`config.mk`:
```
export PLATFORM = sky130hd
export DESIGN_NAME = dra_ctrl
export DESIGN_NICKNAME = d
export VERILOG_FILES = /design/src/rtl/dra_pkg.sv /design/src/rtl/dra_ctrl.sv
export SDC_FILE = /design/constraint.sdc
export NUM_CORES = 1
export LEC_CHECK = 0
export BUFFER_PORTS_ARGS = -buffer_cell sky130_fd_sc_hd__buf_2
export CAP_MARGIN = 40
export CORE_AREA = 2 2 39 41
export CTS_BUF_LIST = sky130_fd_sc_hd__clkbuf_4 sky130_fd_sc_hd__clkbuf_8 sky130_fd_sc_hd__clkbuf_16
export CTS_CLUSTER_SIZE = 8
export DETAILED_ROUTE_END_ITERATION = 7
export DIE_AREA = 0 0 41 43
export HOLD_SLACK_MARGIN = 0.03
export PLACE_DENSITY = 0.65
export SLEW_MARGIN = 15
export SYNTH_ARGS = -nofsm -noshare
export SYNTH_HDL_FRONTEND = slang
export SYNTH_SLANG_ARGS = --single-unit
```
`constraint.sdc`:
```
create_clock -name clk_i -period 1.3 [get_ports clk_i]
set_input_delay 0.195 -clock clk_i [delete_from_list [all_inputs] [get_ports clk_i]]
set_output_delay 0.195 -clock clk_i [all_outputs]
set_load 0.01 [all_outputs]
```
`src/rtl/dra_pkg.sv`:
```
// shared types and codes for the descriptor range allocator
// no dependencies; imported by every module of the block
package dra_pkg;

  localparam int DIV_STEPS = 32;

  typedef enum logic [1:0] {
    CMD_ALLOC   = 2'd0,
    CMD_FREE    = 2'd1,
    CMD_RELEASE = 2'd2
  } dra_cmd_e;

  typedef enum logic [1:0] {
    ST_OK      = 2'd0,
    ST_NOSPACE = 2'd1,
    ST_FULL    = 2'd2
  } dra_status_e;

  typedef enum logic [1:0] {
    CFG_HEAP   = 2'd0,
    CFG_BASE   = 2'd1,
    CFG_STRIDE = 2'd2
  } dra_cfg_e;

  typedef enum logic [3:0] {
    OP_NOP, OP_CLR_START, OP_CLR, OP_LATCH, OP_SCAN, OP_ALOC_WR, OP_DIV, OP_PUSH,
    OP_HEAD_RD, OP_REL_INIT, OP_WR_PREV, OP_WR_NEXT, OP_WR_SPARE, OP_POP, OP_RESULT
  } dra_op_e;

  typedef enum logic [3:0] {
    S_CLR0, S_CLR, S_IDLE, S_DISPATCH, S_SCAN, S_ALOC_WR, S_DIV, S_PUSH,
    S_HEAD_RD, S_CHECK, S_WR_PREV, S_WR_NEXT, S_WR_SPARE, S_POP, S_RESULT
  } dra_state_e;

  typedef struct packed {
    logic [1:0]  cmd;
    logic [10:0] count;
    logic [63:0] handle_in;
    logic [63:0] frame;
  } dra_item_t;

  typedef struct packed {
    logic [1:0]  status;
    logic [9:0]  slot_offset;
    logic [63:0] handle_out;
    logic [10:0] free_total;
    logic [8:0]  released;
  } dra_result_t;

  typedef struct packed {
    logic [1:0] cmd;
    logic       idx_end;
    logic       div_done;
    logic       due;
    logic       rel_ok;
    logic       overlap;
    logic       spare_any;
  } dra_stat_t;

endpackage

```
`src/rtl/dra_ctrl.sv`:
```
// sequencer of the allocator: walks each item through scan, divide and write steps
// depends on dra_pkg; drives the datapath by one op code per cycle
module dra_ctrl (
  input  logic              clk_i,
  input  logic              rst_ni,
  input  logic              go_i,
  input  logic              clr_i,
  input  dra_pkg::dra_stat_t stat_i,
  output dra_pkg::dra_op_e  op_o,
  output logic              busy_o
);
  import dra_pkg::*;

  dra_state_e state_q, state_d;

  always_ff @(posedge clk_i or negedge rst_ni) begin
    if (!rst_ni) begin
      state_q <= S_CLR0;
    end else begin
      state_q <= state_d;
    end
  end

  always_comb begin
    state_d = state_q;
    unique case (state_q)
      S_CLR0:     state_d = S_CLR;
      S_CLR:      if (stat_i.idx_end) state_d = S_IDLE;
      S_IDLE:     if (go_i) state_d = S_DISPATCH;
      S_DISPATCH: begin
        case (stat_i.cmd)
          CMD_ALLOC:   state_d = S_SCAN;
          CMD_FREE:    state_d = S_DIV;
          CMD_RELEASE: state_d = S_HEAD_RD;
          default:     state_d = S_RESULT;
        endcase
      end
      S_SCAN: begin
        if (stat_i.idx_end) begin
          if (stat_i.cmd == CMD_ALLOC) state_d = S_ALOC_WR;
          else if (stat_i.overlap || !stat_i.spare_any) state_d = S_POP;
          else state_d = S_WR_PREV;
        end
      end
      S_ALOC_WR:  state_d = S_RESULT;
      S_DIV:      if (stat_i.div_done) state_d = S_PUSH;
      S_PUSH:     state_d = S_RESULT;
      S_HEAD_RD:  state_d = S_CHECK;
      S_CHECK: begin
        if (!stat_i.due) state_d = S_RESULT;
        else if (!stat_i.rel_ok) state_d = S_POP;
        else state_d = S_SCAN;
      end
      S_WR_PREV:  state_d = S_WR_NEXT;
      S_WR_NEXT:  state_d = S_WR_SPARE;
      S_WR_SPARE: state_d = S_POP;
      S_POP:      state_d = S_HEAD_RD;
      S_RESULT:   state_d = S_IDLE;
      default:    state_d = S_CLR0;
    endcase
    // a heap_size write restarts the clearing sweep
    if (clr_i) state_d = S_CLR0;
  end

  always_comb begin
    op_o = OP_NOP;
    unique case (state_q)
      S_CLR0:     op_o = OP_CLR_START;
      S_CLR:      op_o = stat_i.idx_end ? OP_NOP : OP_CLR;
      S_IDLE:     op_o = go_i ? OP_LATCH : OP_NOP;
      S_SCAN:     op_o = OP_SCAN;
      S_ALOC_WR:  op_o = OP_ALOC_WR;
      S_DIV:      op_o = stat_i.div_done ? OP_NOP : OP_DIV;
      S_PUSH:     op_o = OP_PUSH;
      S_HEAD_RD:  op_o = OP_HEAD_RD;
      S_CHECK:    op_o = OP_REL_INIT;
      S_WR_PREV:  op_o = OP_WR_PREV;
      S_WR_NEXT:  op_o = OP_WR_NEXT;
      S_WR_SPARE: op_o = OP_WR_SPARE;
      S_POP:      op_o = OP_POP;
      S_RESULT:   op_o = OP_RESULT;
      default:    op_o = OP_NOP;
    endcase
  end

  assign busy_o = (state_q != S_IDLE);

endmodule

```
After elaboration in Yosys (flattened, before gate mapping)
Index checks and enable logic that the tools add are counted.
{"block": "op_classes", "n_eq_ne": 21, "muxes": 15, "reduce_logical": 6}
{"cell": "4-bit case mux with 14 select lines", "count": 2}
{"cell": "4-bit 2-to-1 mux", "count": 8}
{"cell": "4-bit == test (second input constant)", "count": 7}
{"cell": "4-bit by 3-bit == test with 1-bit output (second input constant)", "count": 4}
{"cell": "3-bit != test (second input constant)", "count": 4}
{"cell": "4-bit case mux with 3 select lines", "count": 1}
{"cell": "4-bit by 2-bit == test with 1-bit output (second input constant)", "count": 2}
{"cell": "3-bit 2-to-1 mux", "count": 2}
{"cell": "4-bit by 1-bit == test with 1-bit output (second input constant)", "count": 1}
{"cell": "4-bit logical NOT", "count": 1}
{"cell": "2-bit 2-to-1 mux", "count": 2}
{"cell": "4-bit by 2-bit != test with 1-bit output (second input constant)", "count": 1}
{"cell": "4-bit AND reduction", "count": 1}
{"cell": "2-bit by 1-bit == test with 1-bit output (second input constant)", "count": 1}
{"cell": "2-bit == test (second input constant)", "count": 1}
{"cell": "2-bit logical NOT", "count": 1}
{"cell": "2-bit OR reduction", "count": 1}
{"cell": "1-bit logical NOT", "count": 1}
{"cell": "1-bit logical OR", "count": 1}
{"block": "word_totals", "register_bits": 4, "input_bits": 12, "wordCells": 43}

Logic depth before layout (Yosys ltp)
Gate-level depths: netlist of the first run.
{"block": "logic_depth", "ltp_word": 7, "ltp_mapped": 5, "depth_no_buf": 4}

Worst setup path before layout of the first run
OpenSTA, ideal clock, no wires.
{"block": "synth_timing", "kind": "register to output", "start": "register state_q[2]", "end": "output op_o[1]", "t_arrival_ns": 1.145, "path_slack_ns": -0.040, "stages_incl_launch_ff": 6, "cell_sequence": "dfrtp_1 -> buf_4 -> buf_4 -> nor3_1 -> a21oi_1 -> o21ai_1"}
{"block": "synth_between", "elab_chain_cells": 2}
{"element": "start: declaration", "line_no": "dra_ctrl.sv:14", "text": "dra_state_e state_q, state_d;"}
{"element": "start signal: assignment", "line_no": "dra_ctrl.sv:20", "text": "state_q <= state_d;"}
{"element": "4-bit == test, or another cell as far along", "line_no": "dra_ctrl.sv:67", "text": "unique case (state_q)"}
{"element": "4-bit case mux with 14 select lines *", "line_no": "dra_ctrl.sv:67"}
{"element": "end: declaration", "line_no": "dra_ctrl.sv:9", "text": "output dra_pkg::dra_op_e op_o,"}
Every way passes the cells marked *; elsewhere a longest branch is shown, timed or not.

Worst setup path after layout of the first run
Ends and elaborated chain as after synthesis.

==> metrics.txt, run 1 <==
Critical Path Slowest Stage Cell=dfrtp_2; PortBufs=16; PnR worst setup slack=-252 ps; worst rel slew slack=0.727; Core Region=~1400 sq um; delay-heaviest family, CP=flip-flops; Reg with most FFs=state_q; first-pass GRT wire length=around 3300 um; CTS tree=done; HPWL Detailed=around 1200 um; largest net degree at the start of global routing=9; Area Growth Syn to Fin=80.0%; endpoints failing setup=9; leak pwr=0.437 nW; initial core utilization=0.394; setup TNS=-1400 ps; Clock Skews=0.149 ps; Vias=778; Final period util=1.19; total wire length=2110 um; initial antenna violation count=0; post-synthesis cell area=546 sq um; actual slew at the worst max-slew pin=403 ps; Largest regs=state_q x4; Ant. Diodes=0; row count=14; drt drc=0; Max stage delay on crit path=430 ps; area of the multi-input gates=468 sq um; Buf/Inv on CP=2; Yosys top cell area share=0.183; fraction of layout cells with a size suffix above 1=0.605; Yosys reg bits=4; Synth area leaders=dfrtp_1 (18%), nand2b_1 (9.2%), a21oi_1 (7.3%), buf_2 (3.7%), o21ai_1 (3.7%); fin util=0.710; Distinct cells, synth=37; num ports=17; path category of the worst min-delay check=primary input to register; placed inst area=approximately 750 sq um; overall power=approximately 1.9 mW; First-pass DRT Iterations=4; status=complete, but fails checks; fillers=103; Die H=43 um; CTS H-tree lvls=1; crit-path cells=buf_6 -> nor2_4 -> a21oi_1 -> o211ai_1 -> o21ai_2 -> buf_2; Synth Net Count=86; CTS max path bufs=2; Finished Layout Cells=around 140; RSZ-0062 raised after global routing=yes; Synth Instances=74; Die W=41 um; global route overflow=0; clk sinks=4; RePlAce Congestion=0.826; Worst EP arrival=1360 ps; gr usage total=0.278; DR WL/cell=15.6 um; Mapped Avg Cell Area=7.37 sq um; VDD IR max=960 uV; failing checks=negative setup slack; fin nets=around 130; clock slew at reported path FFs=approximately 40 ps; Clk Latency, worst-skew pair=230 ps; Synth area leader=dfrtp_1; Seq/Total Area, Yosys=0.183; Register Area=103 sq um; crit path max fanout=5; number of global-route vias before repair=791; CP Class=register to output pin; critical path launch point type=register; synth warn=0; Final Max Tran Viols=0; final hold viol count=0; Iter 0 DRT Violations=22; Pwr Density=1900 nW/um^2; DRT antenna net count=0; flip-flop count of the largest register after layout=4; fmax=644 MHz; vias per inst=5.76; Crit. End Element=output pin; Cells after DPL=118; CTS buffer count=3; CP required=1110 ps; minimum clock period=1550 ps; Max Cap Viol=0; clock root buffer=clkbuf_4; Die ar.=1760 sq um; Final Cell Area=982 sq um
## final cells by class
| cell class | count | share of cell area |
|---|---|---|
| multi-input cells | 62 | 0.476 |
| inverters | 1 | 0.00382 |
| repair buffers | 49 | 0.372 |
| clock buffers | 3 | 0.0229 |
| flip-flops and latches | 4 | 0.104 |
| well taps | 16 | 0.0204 |
## cell families (layout without fill, tap and decap cells)
group,Yosys count,after routing,share of synthesized area
simple gates,31,31,0.323
compound gates,28,28,0.351
buf+inv,8,53,0.0917
flops,4,4,0.183
xor+xnor,2,2,0.0321
mux,1,1,0.0183
## worst register-to-register path: stages (launching register included)
cell	delay, ps
dfrtp_1	430
buf_6	150
or4_4	530
a21oi_2	160
o22ai_1	80
## Yosys cell counts, drive strengths merged
master / count
nor2b: 1
nor3b: 1
and3: 1
a21boi: 2
o22ai: 2
and3b: 1
and2: 1
a21bo: 1
o21ai: 6
nor3: 2
buf: 7
o31ai: 1
nand3: 4
o32ai: 1
o221ai: 1
a21oi: 8
o211ai: 1
nand2b: 8
a31oi: 2
inv: 1
mux2i: 1
a41oi: 1
xor2: 1
xnor2: 1
or4: 1
nor4b: 1
nor4: 1
o21a: 1
nand2: 4
dfrtp: 4
a211oi: 1
nor2: 5
## cell usage in the layout, fill, tap and decap left out, drive strengths merged, types with 2 or more instances in the layout
master  Yosys  layout
nor2        5       5
o21ai       6       6
buf         7      48
a21boi      2       2
clkbuf      0       3
nand3       4       4
a31oi       2       2
nor3        2       2
nand2b      8       8
o22ai       2       2
dfrtp       4       4
nand2       4       4
a21oi       8       8
## where the power goes
part / total, mW / switching [mW] / internal [mW]
clock network: 0.149 / 0.0458 / 0.103
registers: 0.251 / 0.0812 / 0.170
logic: 1.46 / 0.672 / 0.790
## per-layer routing
layer | GRT usage | up-vias | part of all wire
li1 | - | 364 | -
met1 | 0.342 | 375 | 0.42
met2 | 0.441 | 33 | 0.50
met3 | 0.0419 | 6 | 0.055
met4 | 0.147 | 0 | 0.018
met5 | 0 | - | 0
## timing repair
| action | 4_1_cts | 5_1_grt |
|---|---|---|
| hold buffers | 1 | 0 |
| pin swaps | 9 | 4 |
| hold endpoints to repair | 4 | 0 |
| endpoints found under the setup margin | 9 | 9 |
| resized for setup | 18 | 10 |
| buffers inserted | 11 | 1 |
| gates cloned | 1 | 0 |
## per-stage QoR
stage / setup slack [ps] / hold WS (ps)
2_1_floorplan: -7.67 / -101
3_3_place_gp: -88.1 / 2.97
6_report: -252 / 220
3_5_place_dp: -112 / 0.374
4_1_cts: -254 / 211
5_1_grt: -286 / 232
## worst paths after layout
check / cells past startpoint / startpoint / slack [ps] / endpoint
hold / removal: 2 / clr_i / 220 / state_q[0]
setup / recovery: 6 / state_q[2] / -250 / op_o[1]
min in group asynchronous: 2 / rst_ni / 290 / state_q[1]
hold reg to reg: 3 / state_q[3] / 820 / state_q[3]
setup reg to reg: 4 / state_q[1] / -180 / state_q[0]
max in group asynchronous: 2 / rst_ni / 880 / state_q[2]
Power figures use the tool's default switching activity.
==> run 2, diff against run 1 <==
- ABC_AREA: unset -> 1
- CORE_AREA: 2 2 39 41 -> 2 2 42 44
- DIE_AREA: 0 0 41 43 -> 0 0 44 46
- PLACE_DENSITY: 0.65 -> 0.63
==> run 2 against run 1 <==
- the flow still finishes with violations (negative setup slack)
- via count grew 9.3%
- non-clock buffer count down 11
- wire length down 6.5%
- combinational power down 12%
- final cell count up 27%
- power down 7.5%
- cell area shrank 1.9%
- critical path type unchanged
- critical endpoint unchanged
- largest cell class unchanged
- largest power group unchanged
- highest routed layer unchanged
==> metrics.txt, run 2 <==
status=complete, but fails checks; failing checks=negative setup slack; CTS tree=done; P_sw=882 uW; endpoints failing setup=9; initial antenna violation count=0; RR Startpoint=state_q[1]; Die W=44 um; wire length on met2=about 1100 um; final hold viol count=0; Ant. Diodes=0; Max stage delay on crit path=~450 ps; leak pwr=0.550 nW; HPWL Detailed=1360 um; Clk Latency, worst-skew pair=230 ps; Die ar.=2020 sq um; PortBufs=16; Clock Skews=1.77 ps; PnR worst setup slack=-269 ps; num ports=17; clk sinks=4; DR WL/cell=11.5 um; DRT antenna net count=0; Synth top cells by count=nand2_1 (41), inv_1 (16), nor2_1 (14); fraction of layout cells with a size suffix above 1=0.490; Vias=850; Yosys reg bits=4; Largest regs=state_q x4; Core Region=around 1600 sq um; CP required=approximately 1100 ps; worst hold margin=282 ps; Int Pwr=about 840 uW; crit path max fanout=5; CTS H-tree lvls=1; Die H=46 um; Final period util=1.21; First-pass DRT Iterations=4; Area Growth Syn to Fin=50.1%; crit-path cells=nand2_2 -> inv_2 -> nand2_2 -> nand2_2 -> a21oi_2 -> o2111ai_1 -> buf_2; vias per inst=4.94; WL met1=774 um; Seq pwr share=0.167; Critical Path Stages=7; Crit. End Element=output pin; minimum clock period=1570 ps; total wire length=a little under 2000 um; most common cell in the netlist=nand2_1; Synth area leader=nand2_1; Worst Setup EP=op_o[1]; RePlAce Congestion=0.870; drt drc=0; synth warn=0; Post-synth EDFFs=0; Reg with most FFs=state_q; post-synthesis cell area=642 sq um; path category of the worst min-delay check=primary input to register; first-pass GRT wire length=2880 um; row count=15; Iter 0 DRT Violations=16; Max Cap Viol=0; CTS buffer count=3; reg2reg setup slack=-160 ps; placed inst area=about 760 sq um; global route overflow=0; wire length on met3=104 um; hold depth=4; Distinct cells, synth=19; Combinational Power Share=0.746; clock slew at reported path FFs=approximately 30 ps; largest net degree at the start of global routing=7; gr usage total=0.194; CP Class=register to output pin; Synth Net Count=about 130; commonest non-fill, non-tap cells in the layout=nand2_1 (36), buf_4 (20), inv_1 (16), buf_2 (16), nor2_1 (10); Pwr Density=1790 nW/um^2; clock network power share=0.087; initial core utilization=0.398; actual slew at the worst max-slew pin=213 ps; fin nets=169; RR Endpoint=state_q[1]; worst rel slew slack=0.857; Synth area leaders=nand2_1 (24%), dfrtp_1 (16%), inv_1 (9.4%), nor2_1 (8.2%), nand3_1 (7.8%); Yosys top cell area share=0.240; flip-flop count of the largest register after layout=4; Post-synth top flop=dfrtp_1; VDD IR max=639 uV; RSZ-0062 raised after global routing=yes; Seq/Total Area, Yosys=0.156; Final Cell Area=963 sq um; Buf/Inv on CP=2; clock root buffer=clkbuf_4; FF-to-FF path depth=10; Switching Share=0.512; critical path launch point type=register; Critical Path Slowest Stage Cell=dfrtp_2; CP startpoint=state_q[1]; CTS max path bufs=2; number of global-route vias before repair=761; most common cell after layout, fill and taps aside=nand2_1; Synth Instances=117; Final Max Tran Viols=0; fmax=between 600 and 700 MHz; delay-heaviest family, CP=flip-flops; Worst EP arrival=1370 ps; CP dominant cell by count=nand2_2; Mapped Avg Cell Area=5.49 sq um; Top Layer Used=met4; asr flop ratio synth=1.00
## run 2: changes by cell type in the layout (fill, tap and decap cells not counted), moves of 4 or more
cell	change
nor2_2	+5
nand2_1	+34
nand2_2	+6
nand3_1	+4
inv_1	+15
nand2b_1	-6
nor2_1	+7
buf_6	-9
inv_2	+5
## run 2: how the worst min path moves through the flow
stage                     startpoint         end  slack (ps)
after floorplan               rst_ni  state_q[0]        -100
after global placement        rst_ni  state_q[1]           2
after detailed placement      rst_ni  state_q[1]           2
after CTS                       go_i  state_q[1]         280
after global routing           clr_i  state_q[1]         310
final                          clr_i  state_q[1]         280
## run 2: cells by family (layout without fill, tap and decap cells)
kind of cell,Yosys count,in the layout,synth area share
DFF,4,4,0.156
buffers and inverters,25,63,0.181
and+or+nand+nor,76,76,0.536
AOI/OAI and AO/OA,12,12,0.127
## run 2: stage by stage
step                TNS [ps]  worst slack, ps  power, mW  instances  utilization
floorplan                  0             96.6       1.00        117            -
CTS                     -941             -194       1.59        168        0.560
global placement       -93.3            -43.1       1.27        154        0.472
global route           -1950             -331       1.85        172        0.597
finish                 -1370             -269       1.72        172        0.597
detailed placement      -120            -50.4       1.27        154        0.472
## run 2: worst min-delay path, cell delays in order
cell and delay [ps]:
buf_2 110, o31ai_2 70, inv_1 50, nand2_1 50
## run 2: repair_timing
item | CTS | global route
hold buffers | 1 | 0
endpoints found under the setup margin | 7 | 9
cloned | 0 | 0
setup buffers | 10 | 4
pin swaps | 5 | 5
hold endpoints to repair | 4 | 0
gates resized for setup | 13 | 8
## run 2: power groups by stage
stage | Sequential [mW] | Clock, mW | Combinational [mW]
2_1_floorplan | 0.204 | 0 | 0.796
3_3_place_gp | 0.273 | 0 | 0.992
3_5_place_dp | 0.274 | 0 | 0.998
4_1_cts | 0.276 | 0.152 | 1.17
5_1_grt | 0.290 | 0.158 | 1.41
6_report | 0.288 | 0.150 | 1.29
## run 2: final cells by class
class | instances | area, sq um
well taps | 17 | 21.3
inverters | 22 | 85.1
multi-input cells | 88 | 478
clock buffers | 3 | 22.5
fillers | 159 | 651
flip-flops and latches | 4 | 105
repair buffers | 38 | 251
## run 2: metal layers
layer | vias up | global-route usage
met3 | 3 | 0.0238
met4 | 0 | 0.0970
met2 | 31 | 0.368
met1 | 379 | 0.211
met5 | - | 0
li1 | 437 | -
